`src/pf_pkg.sv`:
```
package pf_pkg;

    localparam int PF_WIDTH         = 31;
    localparam int PF_POS_W         = 5;
    localparam int PF_MAX_RESULTS   = 31;
    localparam int PF_FIRST_DIVISOR = 2;

    typedef enum logic [2:0] {
        ST_IDLE,
        ST_CHECK,
        ST_DIV,
        ST_DECIDE,
        ST_EMIT
    } pf_state_t;

endpackage

```
`src/prime_factorizer_core.sv`:
```
// Prime factorizer. Each input beat carries one unsigned number; the core answers with its
// prime factors in ascending order, one output beat per factor with repeats, and tlast on
// the final beat of the run. An input of 0 or 1 gives a single beat with factor 0 and the
// no-factor flag in tuser. Trial divisors 2, 3, 4, ... are tried on one shared restoring
// divider that retires one quotient bit per cycle. Trial division ends once the quotient
// drops below the divisor, so a prime near 2^31 takes about 46341 trials; small or smooth
// numbers finish far sooner. The core takes no new input beat until the last result of
// the current one is in the output register; that register lets the next input beat be
// taken while the final result still waits for m_tready.
module prime_factorizer_core #(
    parameter int WIDTH = pf_pkg::PF_WIDTH
) (
    input  logic                                             aclk,
    input  logic                                             aresetn,
    input  logic                                             s_tvalid,
    output logic                                             s_tready,
    // s_tdata fields from bit 0: value
    input  logic [((WIDTH + 7) / 8) * 8 - 1:0]               s_tdata,
    output logic                                             m_tvalid,
    input  logic                                             m_tready,
    // m_tdata fields from bit 0: factor, position
    output logic [((WIDTH + pf_pkg::PF_POS_W + 7) / 8) * 8 - 1:0] m_tdata,
    output logic                                             m_tlast,
    // m_tuser fields from bit 0: no_factor
    output logic [0:0]                                       m_tuser
);
    import pf_pkg::*;

    localparam int OUT_W = ((WIDTH + PF_POS_W + 7) / 8) * 8;
    localparam int CNT_W = $clog2(WIDTH);

    pf_state_t state_reg, state_next;

    logic [WIDTH-1:0]    rem_reg, rem_next;
    logic [WIDTH-1:0]    div_reg, div_next;
    logic [PF_POS_W-1:0] k_reg, k_next;
    logic [WIDTH:0]      part_reg, part_next;
    logic [WIDTH-1:0]    quo_reg, quo_next;
    logic [CNT_W-1:0]    cnt_reg, cnt_next;

    logic [WIDTH-1:0]    res_factor_reg, res_factor_next;
    logic                res_last_reg, res_last_next;
    logic                res_none_reg, res_none_next;

    logic                m_tvalid_reg, m_tvalid_next;
    logic [WIDTH-1:0]    out_factor_reg, out_factor_next;
    logic [PF_POS_W-1:0] out_pos_reg, out_pos_next;
    logic                out_last_reg, out_last_next;
    logic                out_none_reg, out_none_next;

    logic [WIDTH-1:0]    in_value;
    logic                in_fire;
    logic                out_free;
    logic                at_limit;
    logic [WIDTH:0]      part_shift;
    logic [WIDTH:0]      part_diff;
    logic                part_ge;

    assign in_value = s_tdata[WIDTH-1:0];
    assign s_tready = (state_reg == ST_IDLE);
    assign in_fire  = s_tvalid && s_tready;
    assign out_free = !m_tvalid_reg || m_tready;
    assign at_limit = (k_reg == PF_POS_W'(PF_MAX_RESULTS - 1));

    // One restoring division step: bring down the next dividend bit and subtract if it fits.
    assign part_shift = {part_reg[WIDTH-1:0], quo_reg[WIDTH-1]};
    assign part_diff  = part_shift - {1'b0, div_reg};
    assign part_ge    = (part_shift >= {1'b0, div_reg});

    always_comb begin
        state_next = state_reg;
        unique case (state_reg)
            ST_IDLE: begin
                if (in_fire) begin
                    state_next = (in_value < WIDTH'(2)) ? ST_EMIT : ST_CHECK;
                end
            end
            ST_CHECK:  state_next = at_limit ? ST_EMIT : ST_DIV;
            ST_DIV: begin
                if (cnt_reg == '0) begin
                    state_next = ST_DECIDE;
                end
            end
            ST_DECIDE: begin
                // quotient < divisor means divisor squared exceeds the remainder.
                if (quo_reg < div_reg || part_reg == '0) begin
                    state_next = ST_EMIT;
                end else begin
                    state_next = ST_CHECK;
                end
            end
            ST_EMIT: begin
                if (out_free) begin
                    state_next = res_last_reg ? ST_IDLE : ST_CHECK;
                end
            end
            default:   state_next = ST_IDLE;
        endcase
    end

    always_comb begin
        rem_next        = rem_reg;
        div_next        = div_reg;
        k_next          = k_reg;
        part_next       = part_reg;
        quo_next        = quo_reg;
        cnt_next        = cnt_reg;
        res_factor_next = res_factor_reg;
        res_last_next   = res_last_reg;
        res_none_next   = res_none_reg;
        m_tvalid_next   = m_tvalid_reg && !m_tready;
        out_factor_next = out_factor_reg;
        out_pos_next    = out_pos_reg;
        out_last_next   = out_last_reg;
        out_none_next   = out_none_reg;
        unique case (state_reg)
            ST_IDLE: begin
                if (in_fire) begin
                    rem_next        = in_value;
                    div_next        = WIDTH'(PF_FIRST_DIVISOR);
                    k_next          = '0;
                    res_factor_next = '0;
                    res_last_next   = 1'b1;
                    res_none_next   = 1'b1;
                end
            end
            ST_CHECK: begin
                if (at_limit) begin
                    // Result list full: the whole cofactor goes out as the final beat.
                    res_factor_next = rem_reg;
                    res_last_next   = 1'b1;
                    res_none_next   = 1'b0;
                end else begin
                    part_next = '0;
                    quo_next  = rem_reg;
                    cnt_next  = CNT_W'(WIDTH - 1);
                end
            end
            ST_DIV: begin
                part_next = part_ge ? part_diff : part_shift;
                quo_next  = {quo_reg[WIDTH-2:0], part_ge};
                cnt_next  = cnt_reg - CNT_W'(1);
            end
            ST_DECIDE: begin
                res_none_next = 1'b0;
                if (quo_reg < div_reg) begin
                    // The remaining cofactor is prime and above one here.
                    res_factor_next = rem_reg;
                    res_last_next   = 1'b1;
                end else if (part_reg == '0) begin
                    res_factor_next = div_reg;
                    res_last_next   = (quo_reg == WIDTH'(1));
                    rem_next        = quo_reg;
                end else begin
                    div_next = div_reg + WIDTH'(1);
                end
            end
            ST_EMIT: begin
                if (out_free) begin
                    m_tvalid_next   = 1'b1;
                    out_factor_next = res_factor_reg;
                    out_pos_next    = k_reg;
                    out_last_next   = res_last_reg;
                    out_none_next   = res_none_reg;
                    k_next          = k_reg + PF_POS_W'(1);
                end
            end
            default: begin
            end
        endcase
    end

    always_ff @(posedge aclk) begin
        if (!aresetn) begin
            state_reg    <= ST_IDLE;
            m_tvalid_reg <= 1'b0;
        end else begin
            state_reg    <= state_next;
            m_tvalid_reg <= m_tvalid_next;
        end
    end

    always_ff @(posedge aclk) begin
        rem_reg        <= rem_next;
        div_reg        <= div_next;
        k_reg          <= k_next;
        part_reg       <= part_next;
        quo_reg        <= quo_next;
        cnt_reg        <= cnt_next;
        res_factor_reg <= res_factor_next;
        res_last_reg   <= res_last_next;
        res_none_reg   <= res_none_next;
        out_factor_reg <= out_factor_next;
        out_pos_reg    <= out_pos_next;
        out_last_reg   <= out_last_next;
        out_none_reg   <= out_none_next;
    end

    assign m_tvalid = m_tvalid_reg;
    assign m_tdata  = OUT_W'({out_pos_reg, out_factor_reg});
    assign m_tlast  = out_last_reg;
    assign m_tuser  = out_none_reg;

    a_none_is_last: assert property (@(posedge aclk) disable iff (!aresetn)
        (m_tvalid && m_tuser[0]) |-> (m_tlast && out_pos_reg == '0 && out_factor_reg == '0))
        else $error("no-factor beat must be a single final beat with factor zero");

    a_factor_min: assert property (@(posedge aclk) disable iff (!aresetn)
        (m_tvalid && !m_tuser[0]) |-> (out_factor_reg >= WIDTH'(2)))
        else $error("a reported factor must be at least two");

    a_busy_after_take: assert property (@(posedge aclk) disable iff (!aresetn)
        (s_tvalid && s_tready) |=> !s_tready)
        else $error("core must be busy after taking an input beat");

    a_div_in_range: assert property (@(posedge aclk) disable iff (!aresetn)
        (state_reg == ST_DECIDE) |-> (part_reg < {1'b0, div_reg}))
        else $error("divider remainder must be below the divisor");

endmodule

```
`config.mk`:
```
export PLATFORM = sky130hd
export DESIGN_NAME = prime_factorizer_core
export DESIGN_NICKNAME = d
export VERILOG_FILES = /design/src/pf_pkg.sv /design/src/prime_factorizer_core.sv
export SDC_FILE = /design/constraint.sdc
export NUM_CORES = 1
export LEC_CHECK = 0
export ABC_AREA = 1
export BUFFER_PORTS_ARGS = -buffer_cell sky130_fd_sc_hd__buf_2
export CAP_MARGIN = 25
export CORE_MARGIN = 3
export CORE_UTILIZATION = 60
export DETAILED_ROUTE_END_ITERATION = 10
export GPL_ROUTABILITY_DRIVEN = 0
export HOLD_SLACK_MARGIN = 0.1
export PLACE_DENSITY = 0.79
export SYNTH_ARGS = -nofsm -noshare
export SYNTH_HDL_FRONTEND = slang
export SYNTH_SLANG_ARGS = --single-unit
```
`constraint.sdc`:
```
create_clock -name aclk -period 6.7 [get_ports aclk]
set_input_delay 0.67 -clock aclk [delete_from_list [all_inputs] [get_ports aclk]]
set_output_delay 0.67 -clock aclk [all_outputs]
set_load 0.05 [all_outputs]
```
==> results.md, run 1 <==
Clock tree:
- The buffers inserted during post-CTS setup optimization is 0.
- The root buffer cell chosen for the clock tree is clkbuf_16.
- The clock latency of the later-clocked register in the worst-skew pair is 510 ps.
- The hold buffer count at CTS is 0.
- The number of clock sinks seen by CTS is 210.
- TritonCTS built the clock tree.
- In this run the number of H-tree levels came out at 1.
- The maximum clock insertion buffer count is 3.
- The number of gates resized after CTS was 0.
- Clock-pin slew was measured on the worst setup and hold paths at 60 ps.
- The number of clock buffers added by TritonCTS is 24.

Global routing:
- The maximum number of pins on one net before global-route repair is 78.
- The number of global-route vias before repair is roughly 10000.
- The combined global-route utilization of all metal layers is 0.277.
- The initial antenna violation count was 0.
- The busiest layer in global routing is met2.
- For this run, global-route usage on met3 was measured as 0.0346.
- The remaining global-route overflow is 0.
- The met1 track demand over resource in global routing is 0.368.
- The met2 track demand over resource is 0.471.
- The wire length of the first global-routing pass is 50.1 mm.

Final layout:
- The area growth from synthesis to layout is 12.1%.
- Leaving out fill and tap cells, the most frequent cells in the layout are nand2_1 (454), inv_1 (208), edfxtp_1 (206).
- 0 antenna diodes ended up in the layout.
- The most common cell after layout, fill and taps aside is nand2_1.
- The register with the most flip-flops in the layout has 32 of them.
- Once layout is complete, the utilization of the core stands at 0.690.
- The number of nets at the end of the flow is 1694.
- Across the whole layout, storage elements account for 6270 um2.
- The filler cells instantiated in the layout total 1562.
- Of the cells placed in the final design, the portion with a size suffix greater than 1 is 0.109.
- In the final layout, the multi-input gates occupy 5330 um2.

Setup path:
- The setup check on the worst reg-to-reg path leaves a slack of 3440 ps.
- The number of cells on the worst reg-to-reg path is 15.
- In this run the worst path has a maximum fanout of 35.
- The logic depth of the worst setup path including buffers is 15.
- The count of buffering cells on the critical path with inverters included is 2.
- The critical path start-end classification is reg -> reg.
- The worst setup path is launched from a register.
- STA classifies the critical path endpoint as a register.
- The category of cells accounting for the largest share of critical-path delay is simple AND/OR/NAND/NOR gates.
- The endpoint required time on the critical path is 7080 ps.
- Counting stages on the worst path, the most repeated cell is nand2_1.
- The first element of the critical path is quo_reg[30].
- Traced cell by cell, the critical path runs through inv_1 -> ha_1 -> fa_1 -> inv_1 -> nand3_1 -> nand3_1 -> nand2_1 -> nand2_1 -> nand2_1 -> nand2_2 -> nand2_4 -> nand3_4 -> nor2_8 -> nand2_1 -> nand2_1.
- On the worst path, the slowest cell contributes a delay of 540 ps.
- The arrival time of the worst setup path is 3640 ps.
- In this run the critical register-to-register path is launched from quo_reg[30].
- The critical path's slowest cell is nor2_8.

Job:
- The count of max-cap constraint violations is 0.

Logic synthesis:
- After synthesis the netlist holds a flip-flop and latch count of between 200 and 250.
- Averaged over all synthesized cells, the footprint is 8.28 um2.
- The count of different cell masters after synthesis is 44.
- The count of yosys warnings during synthesis is 0.
- Among all flip-flop cells after synthesis, the most frequent one is edfxtp_1.
- The synthesized design contains roughly 210 enable-type register cells.
- The cell count after synthesis came out at about 1500.
- The share of the Yosys chip area taken by registers is 0.500.
- The share of Yosys cell area claimed by the top area cell type is 0.493.
- Ranked by total cell area, the synthesized netlist is headed by edfxtp_1 (49%), nand2_1 (14%), ha_1 (6.5%), inv_1 (6.3%), o21ai_0 (4.7%).
- The fraction of registers with async set or reset after synthesis is 0.
- The biggest area contributor in the post-synthesis netlist is edfxtp_1.
- The mapped netlist covers 12500 um2.

STA:
- Headroom to the max-slew limit came out at 0.350.
- Clock skew on the completed layout was measured at 12.5 ps.
- Setup repair after global routing left no endpoint under its margin.
- For the pin with the worst max-slew slack, the measured transition is 973 ps.
- The final-report max-slew violation count was 0.
- Setup violations remaining at the end of the flow were counted as 0.
- The count of final hold-check violations was 0.
- The post-layout minimum cycle time is 3260 ps.
- Of the available clock period, the critical path in the final layout requires 0.487.
- Derived from the worst setup path, the maximum achievable clock frequency is 307 MHz.
- For the final routed database, the setup TNS stands at 0 ps.

Pwr:
- The net switching power is 3700 uW.
- The share of total power in the clock network is 0.172.
- Of the total power, combinational logic draws 0.492.
- The leakage power figure is approximately 0.0063 uW.
- The proportion of total power due to net switching is 0.460.
- The power density normalized to cell area is 572 nW/um2.
- VDD sags by at most 0.397 mV.
- The portion of total power attributed to sequential cells is 0.336.
- The internal power of the cells totals 4350 uW.

Drt:
- The final routed wirelength across all metal layers is 31.6 mm.
- The iteration-0 DRC count of the detailed router is 1196.
- The number of routed nets with antenna violations is 0.
- For this block, the via count after detailed routing is 10694.
- The number of iterations in the first detailed-routing pass is 5.
- The post-detailed-route wirelength per cell is 16.8 um.
- After detailed routing, the number of remaining DRC violations is 0.
- The ratio of routed vias to standard cells is 5.69.

Hold path:
- Along the worst hold path, the cell count comes to 0.
- The worst min-delay path startpoint is res_factor_reg[5].
- The min-delay analysis places its worst path in the category reg -> reg.

Placement:
- The detailed placer's ending HPWL is 22.3 mm.
- The total of buffers placed on input and output ports is 74.

Die:
- The core region is 20400 um2.
- The count of boundary I/O pins is 80.
- Measured along the x axis, the die boundary spans 151 um.
- Measured along the y axis, the die boundary spans 151 um.
- The floorplan step defined a die boundary enclosing roughly 23000 um2.
- For this configuration, the core starts out at a cell density of 0.616.
- The floorplan has 52 rows.

Status:
- The run finished with clean final reports.
[routing by layer]
| layer | part of all wire | vias up |
|---|---|---|
| met3 | 0.078 | 77 |
| met4 | 0.032 | 0 |
| met5 | 0 | - |
| met1 | 0.42 | 4959 |
| met2 | 0.47 | 512 |
| li1 | - | 5146 |
[synth_stat cells, types with 2 or more instances]
master,instances
clkbuf_1,18
o21bai_1,2
nand2_1,454
a21oi_2,2
nand3_1,55
dfxtp_1,4
buf_2,5
nor3b_1,3
buf_6,3
nor4_1,9
inv_2,3
xor2_1,8
buf_1,3
o211ai_1,2
inv_1,210
nor2_1,155
o21ai_0,119
o21ai_1,2
xnor2_1,3
nor2_2,3
or2_2,16
ha_1,65
nand2_4,2
edfxtp_1,206
a21o_1,2
nor3_2,3
a21oi_1,66
buf_4,5
nor3_1,22
o21a_1,5
nand2_2,13
nand4_1,34
[power by group through the flow]
stage / logic, uW / registers [uW] / clock network [uW]
after floorplan: 2870 / 2630 / 0
after global placement: 3710 / 2680 / 0
after detailed placement: 3870 / 2700 / 0
after CTS: 3900 / 2690 / 1390
after global routing: 4470 / 2760 / 1440
final: 3960 / 2710 / 1380
[logic make-up (layout without fill, tap and decap cells)]
logic type,Yosys count,after routing,share of synthesized area
and+or+nand+nor,774,774,0.261
DFF,210,210,0.500
adders and majority gates,66,66,0.0664
other,1,4,0.000299
buffers and inverters,248,341,0.0789
xor gates and xnor gates,11,11,0.00768
AOI/OAI and AO/OA,204,204,0.0857
[layout make-up]
type | count | share of cell area
well taps | 270 | 0.0240
clock inverters | 16 | 0.0142
clock buffers | 28 | 0.0453
inverters | 213 | 0.0569
repair buffers | 84 | 0.0349
multi-input cells | 1059 | 0.379
flip-flops and latches | 210 | 0.446
[worst reg2reg max path, cell delays in order (launching register included)]
cell and delay, ps:
edfxtp_1 470, inv_1 200, ha_1 230, fa_1 230, inv_1 70, nand3_1 70
nand3_1 120, nand2_1 80, nand2_1 140, nand2_1 110, nand2_2 100, nand2_4 130
nand3_4 410, nor2_8 560, nand2_1 130, nand2_1 90
[final timing paths]
| kind | end |
|---|---|
| setup / recovery | part_reg[19] |
| setup reg to reg | part_reg[19] |
| hold reg to reg | out_factor_reg[5] |
| hold / removal | out_factor_reg[5] |
[stage by stage]
| step | cell area [um2] | setup WS [ps] | power (uW) | cells | hold slack, ps |
|---|---|---|---|---|---|
| after global placement | 13200 | 3590 | 6390 | 1833 | 400 |
| after floorplan | 12600 | 2520 | 5490 | 1517 | 400 |
| after global routing | 14100 | 3230 | 8680 | 1880 | 427 |
| after CTS | 14000 | 3490 | 7980 | 1879 | 417 |
| after detailed placement | 13200 | 3520 | 6570 | 1835 | 405 |
| final | 14100 | 3440 | 8040 | 1880 | 418 |
(Power assumes the default switching activity.)
==> run 2, diff against run 1 <==
--- a/config.mk
+++ b/config.mk
@@ -9,11 +9,11 @@
 export BUFFER_PORTS_ARGS = -buffer_cell sky130_fd_sc_hd__buf_2
 export CAP_MARGIN = 25
 export CORE_MARGIN = 3
-export CORE_UTILIZATION = 60
+export CORE_UTILIZATION = 56
 export DETAILED_ROUTE_END_ITERATION = 10
 export GPL_ROUTABILITY_DRIVEN = 0
 export HOLD_SLACK_MARGIN = 0.1
-export PLACE_DENSITY = 0.79
+export PLACE_DENSITY = 0.77
 export SYNTH_ARGS = -nofsm -noshare
 export SYNTH_HDL_FRONTEND = slang
 export SYNTH_SLANG_ARGS = --single-unit
==> constraint.sdc (replaced) <==
create_clock -name aclk -period 2.75 [get_ports aclk]
set_input_delay 0.275 -clock aclk [delete_from_list [all_inputs] [get_ports aclk]]
set_output_delay 0.275 -clock aclk [all_outputs]
set_load 0.05 [all_outputs]
==> results.md, run 2 (same netlist as run 1, synthesis figures left out) <==
Status:
- Run status: completed (unchanged).

Final layout:
- The filler cell count in the final layout is 1788 (was 1562).
- The multi-input combinational cell area was 5340 um2 (was 5330 um2).
- Most frequent cells in the layout: nand2_1 (454), inv_1 (208), edfxtp_1 (206) (unchanged).
- The fraction of layout instances using a drive strength above 1 came to 0.122 (was 0.109).
- The number of antenna cells inserted is 0 (unchanged).
- The flip-flop and latch area is 6270 um2 (unchanged).
- The number of nets at the end of the flow is 1753 (was 1694).
- The synthesis-to-layout area growth is 15.7% (was 12.1%).
- The most common cell after layout, fill and taps aside is nand2_1 (unchanged).
- The flip-flop count of the largest register after layout is 32 (unchanged).

STA:
- The transition time at the pin with the least slew margin is 819 ps (was 973 ps).
- The worst slack on hold paths is 111 ps (was 418 ps).
- The number of setup violations in the final report is 0 (unchanged).
- The worst-case clock skew is 17.1 ps (was 12.5 ps).
- The least setup slack across all paths after layout is 117 ps (was 3440 ps).
- The final-report max-slew violation count is 0 (unchanged).
- The upper clock frequency limit is 380 MHz (was 307 MHz).
- The final worst-path cycle share is 0.957 (was 0.487).
- The setup TNS after final layout is 0 ps (unchanged).
- The post-layout minimum cycle time is 2630 ps (was 3260 ps).
- The count of final hold-check violations is 0 (unchanged).
- Unrepaired setup endpoints after global routing: false (unchanged).
- The normalized max-slew margin is 0.454 (was 0.350).

Hold path:
- The worst min-delay path startpoint was s_tdata[7] (was res_factor_reg[5]).
- The hold-critical path endpoint is rem_reg[7] (was out_factor_reg[5]).
- The class of the most critical hold timing path is in -> reg (was reg -> reg).
- The depth of the worst hold-timing path is 3 (was 0).

Global routing:
- The combined global-route utilization of all metal layers was 0.265 (was 0.277).
- The initial antenna violation count was 0 (unchanged).
- The wire length of the first global-routing pass is 51.7 mm (was 50.1 mm).
- The maximum number of pins on one net before global-route repair was 78 (unchanged).
- The remaining global-route overflow is 0 (unchanged).
- The number of global-route vias before repair is 10386 (was 10290).

Pwr:
- The power density normalized to cell area came to 1360 nW/um2 (was 572 nW/um2).
- The leakage power figure is 0.00656 uW (was 0.00634 uW).
- The worst-case vdd ir drop is 0.787 mV (was 0.397 mV).

Die:
- The placeable core area was 21900 um2 (was 20400 um2).
- The initial cell density of the core was 0.573 (was 0.616).
- The number of placement rows is 54 (was 52).
- The die outline width came to 156 um (was 151 um).
- The die outline height came to 156 um (was 151 um).
- The count of boundary I/O pins is 80 (unchanged).
- The area of the die is 24200 um2 (was 22700 um2).

Setup path:
- The critical path launch point type is a register (unchanged).
- The depth of the worst register-to-register path was 16 (was 15).
- The endpoint required time on the critical path was 3010 ps (was 7080 ps).
- The critical path endpoint category is a register (unchanged).
- The reg-to-reg startpoint was quo_reg[30] (unchanged).
- The critical-path maximum fanout is 24 (was 35).
- The end of the worst register-to-register path is part_reg[22] (was part_reg[19]).
- The worst-case register-to-register setup slack is 120 ps (was 3440 ps).
- The critical path start-end classification is reg -> reg (unchanged).
- The arrival time of the worst setup path is 2890 ps (was 3640 ps).

Clock tree:
- The number of clock sinks seen by CTS came to 210 (unchanged).
- The TritonCTS clock tree is done (unchanged).
- The H-tree depth is 1 (unchanged).
- The number of clock buffers inserted by TritonCTS is 23 (was 24).
- The maximum clock insertion buffer count is 3 (unchanged).
- The clock latency of the later-clocked register in the worst-skew pair was 520 ps (was 510 ps).
- The clock-pin transition on the worst setup and hold timing paths is 70 ps (was 60 ps).
- The buffer cell driving the clock tree root is clkbuf_16 (unchanged).
- The buffers inserted during post-CTS setup optimization came to 0 (unchanged).

Placement:
- The detailed placer's ending HPWL is 23.0 mm (was 22.3 mm).
- The total of buffers placed on input and output ports is 74 (unchanged).
- The worst setup slack after placement was 121 ps (was 3520 ps).

Drt:
- The total number of vias came to 10794 (was 10694).
- The ratio of routed vias to standard cells was 5.54 (was 5.69).
- The number of routed nets with antenna violations is 0 (unchanged).
- The DRC violation count after routing is 0 (unchanged).
- The iteration-0 DRC count of the detailed router is 1208 (was 1196).
- The final routed wirelength across all metal layers is 32.3 mm (was 31.6 mm).
- The post-detailed-route wirelength per cell came to 16.6 um (was 16.8 um).
- The number of iterations in the first detailed-routing pass is 5 (unchanged).

Job:
- The count of max-cap constraint violations is 0 (unchanged).
run 2: cell types whose count changed in the layout (fill, tap and decap cells not counted), sizes merged:
| cell | delta |
|---|---|
| clkbuf | -2 |
| bufinv | -3 |
| clkinvlp | -2 |
| inv | -1 |
| buf | +32 |
| dlygate4sd3 | +28 |
| clkinv | +5 |
run 2: worst max-delay path by stage:
stage	startpoint	end	slack [ps]	depth (start not counted)
final	quo_reg[30]	part_reg[22]	120	16
after global routing	div_reg[13]	part_reg[22]	8	13
after CTS	div_reg[0]	part_reg[27]	140	15
after detailed placement	quo_reg[30]	part_reg[27]	120	16
after global placement	div_reg[0]	part_reg[27]	190	15
after floorplan	k_reg[0]	cnt_reg[0]	90	7
run 2: final cells by class:
cell class	instances	share of cell area
Tap cell	280	0.0241
Timing Repair Buffer	144	0.0729
Clock buffer	26	0.0404
Inverter	213	0.0551
Multi-Input combinational cell	1059	0.368
Clock inverter	15	0.00767
Sequential cell	210	0.432
run 2: where the power goes:
group	switching, uW	internal [uW]
Combinational	6830	3390
Clock	1300	1640
Sequential	968	5610
Total	9090	10600
run 2: routing by layer:
metal  vias up  GRT usage  routed length [um]
li1       5267          -                   -
met3        86     0.0386                2610
met5         -          0                   0
met2       465      0.434               14900
met4         0      0.109                1250
met1      4976      0.359               13500
run 2: critical path, stage by stage, from the launching register on:
cell      delay [ps]
edfxtp_1         350
inv_1             70
ha_1             220
fa_1             410
inv_1             90
nand3_1           80
nand3_1          130
nand2_1           70
nand2_1          110
nand2_1           70
nand2_2          130
nand2_4          110
nand3_4          160
nor2_8            40
buf_12           190
nand2_1           70
nand2_1           60
run 2: stage by stage:
step	area, um2	utilization	instances	power [uW]
global route	14500	0.663	1947	21300
finish	14500	0.663	1947	19700
CTS	14500	0.662	1947	19600
floorplan	12600	-	1517	13400
detailed placement	13500	0.618	1878	16600
global placement	13500	0.618	1878	16200
run 2: timing repair:
item,CTS,global route
hold buffers,28,0
gates resized for setup,0,3
hold endpoints to repair,30,0
setup endpoints to repair,0,33
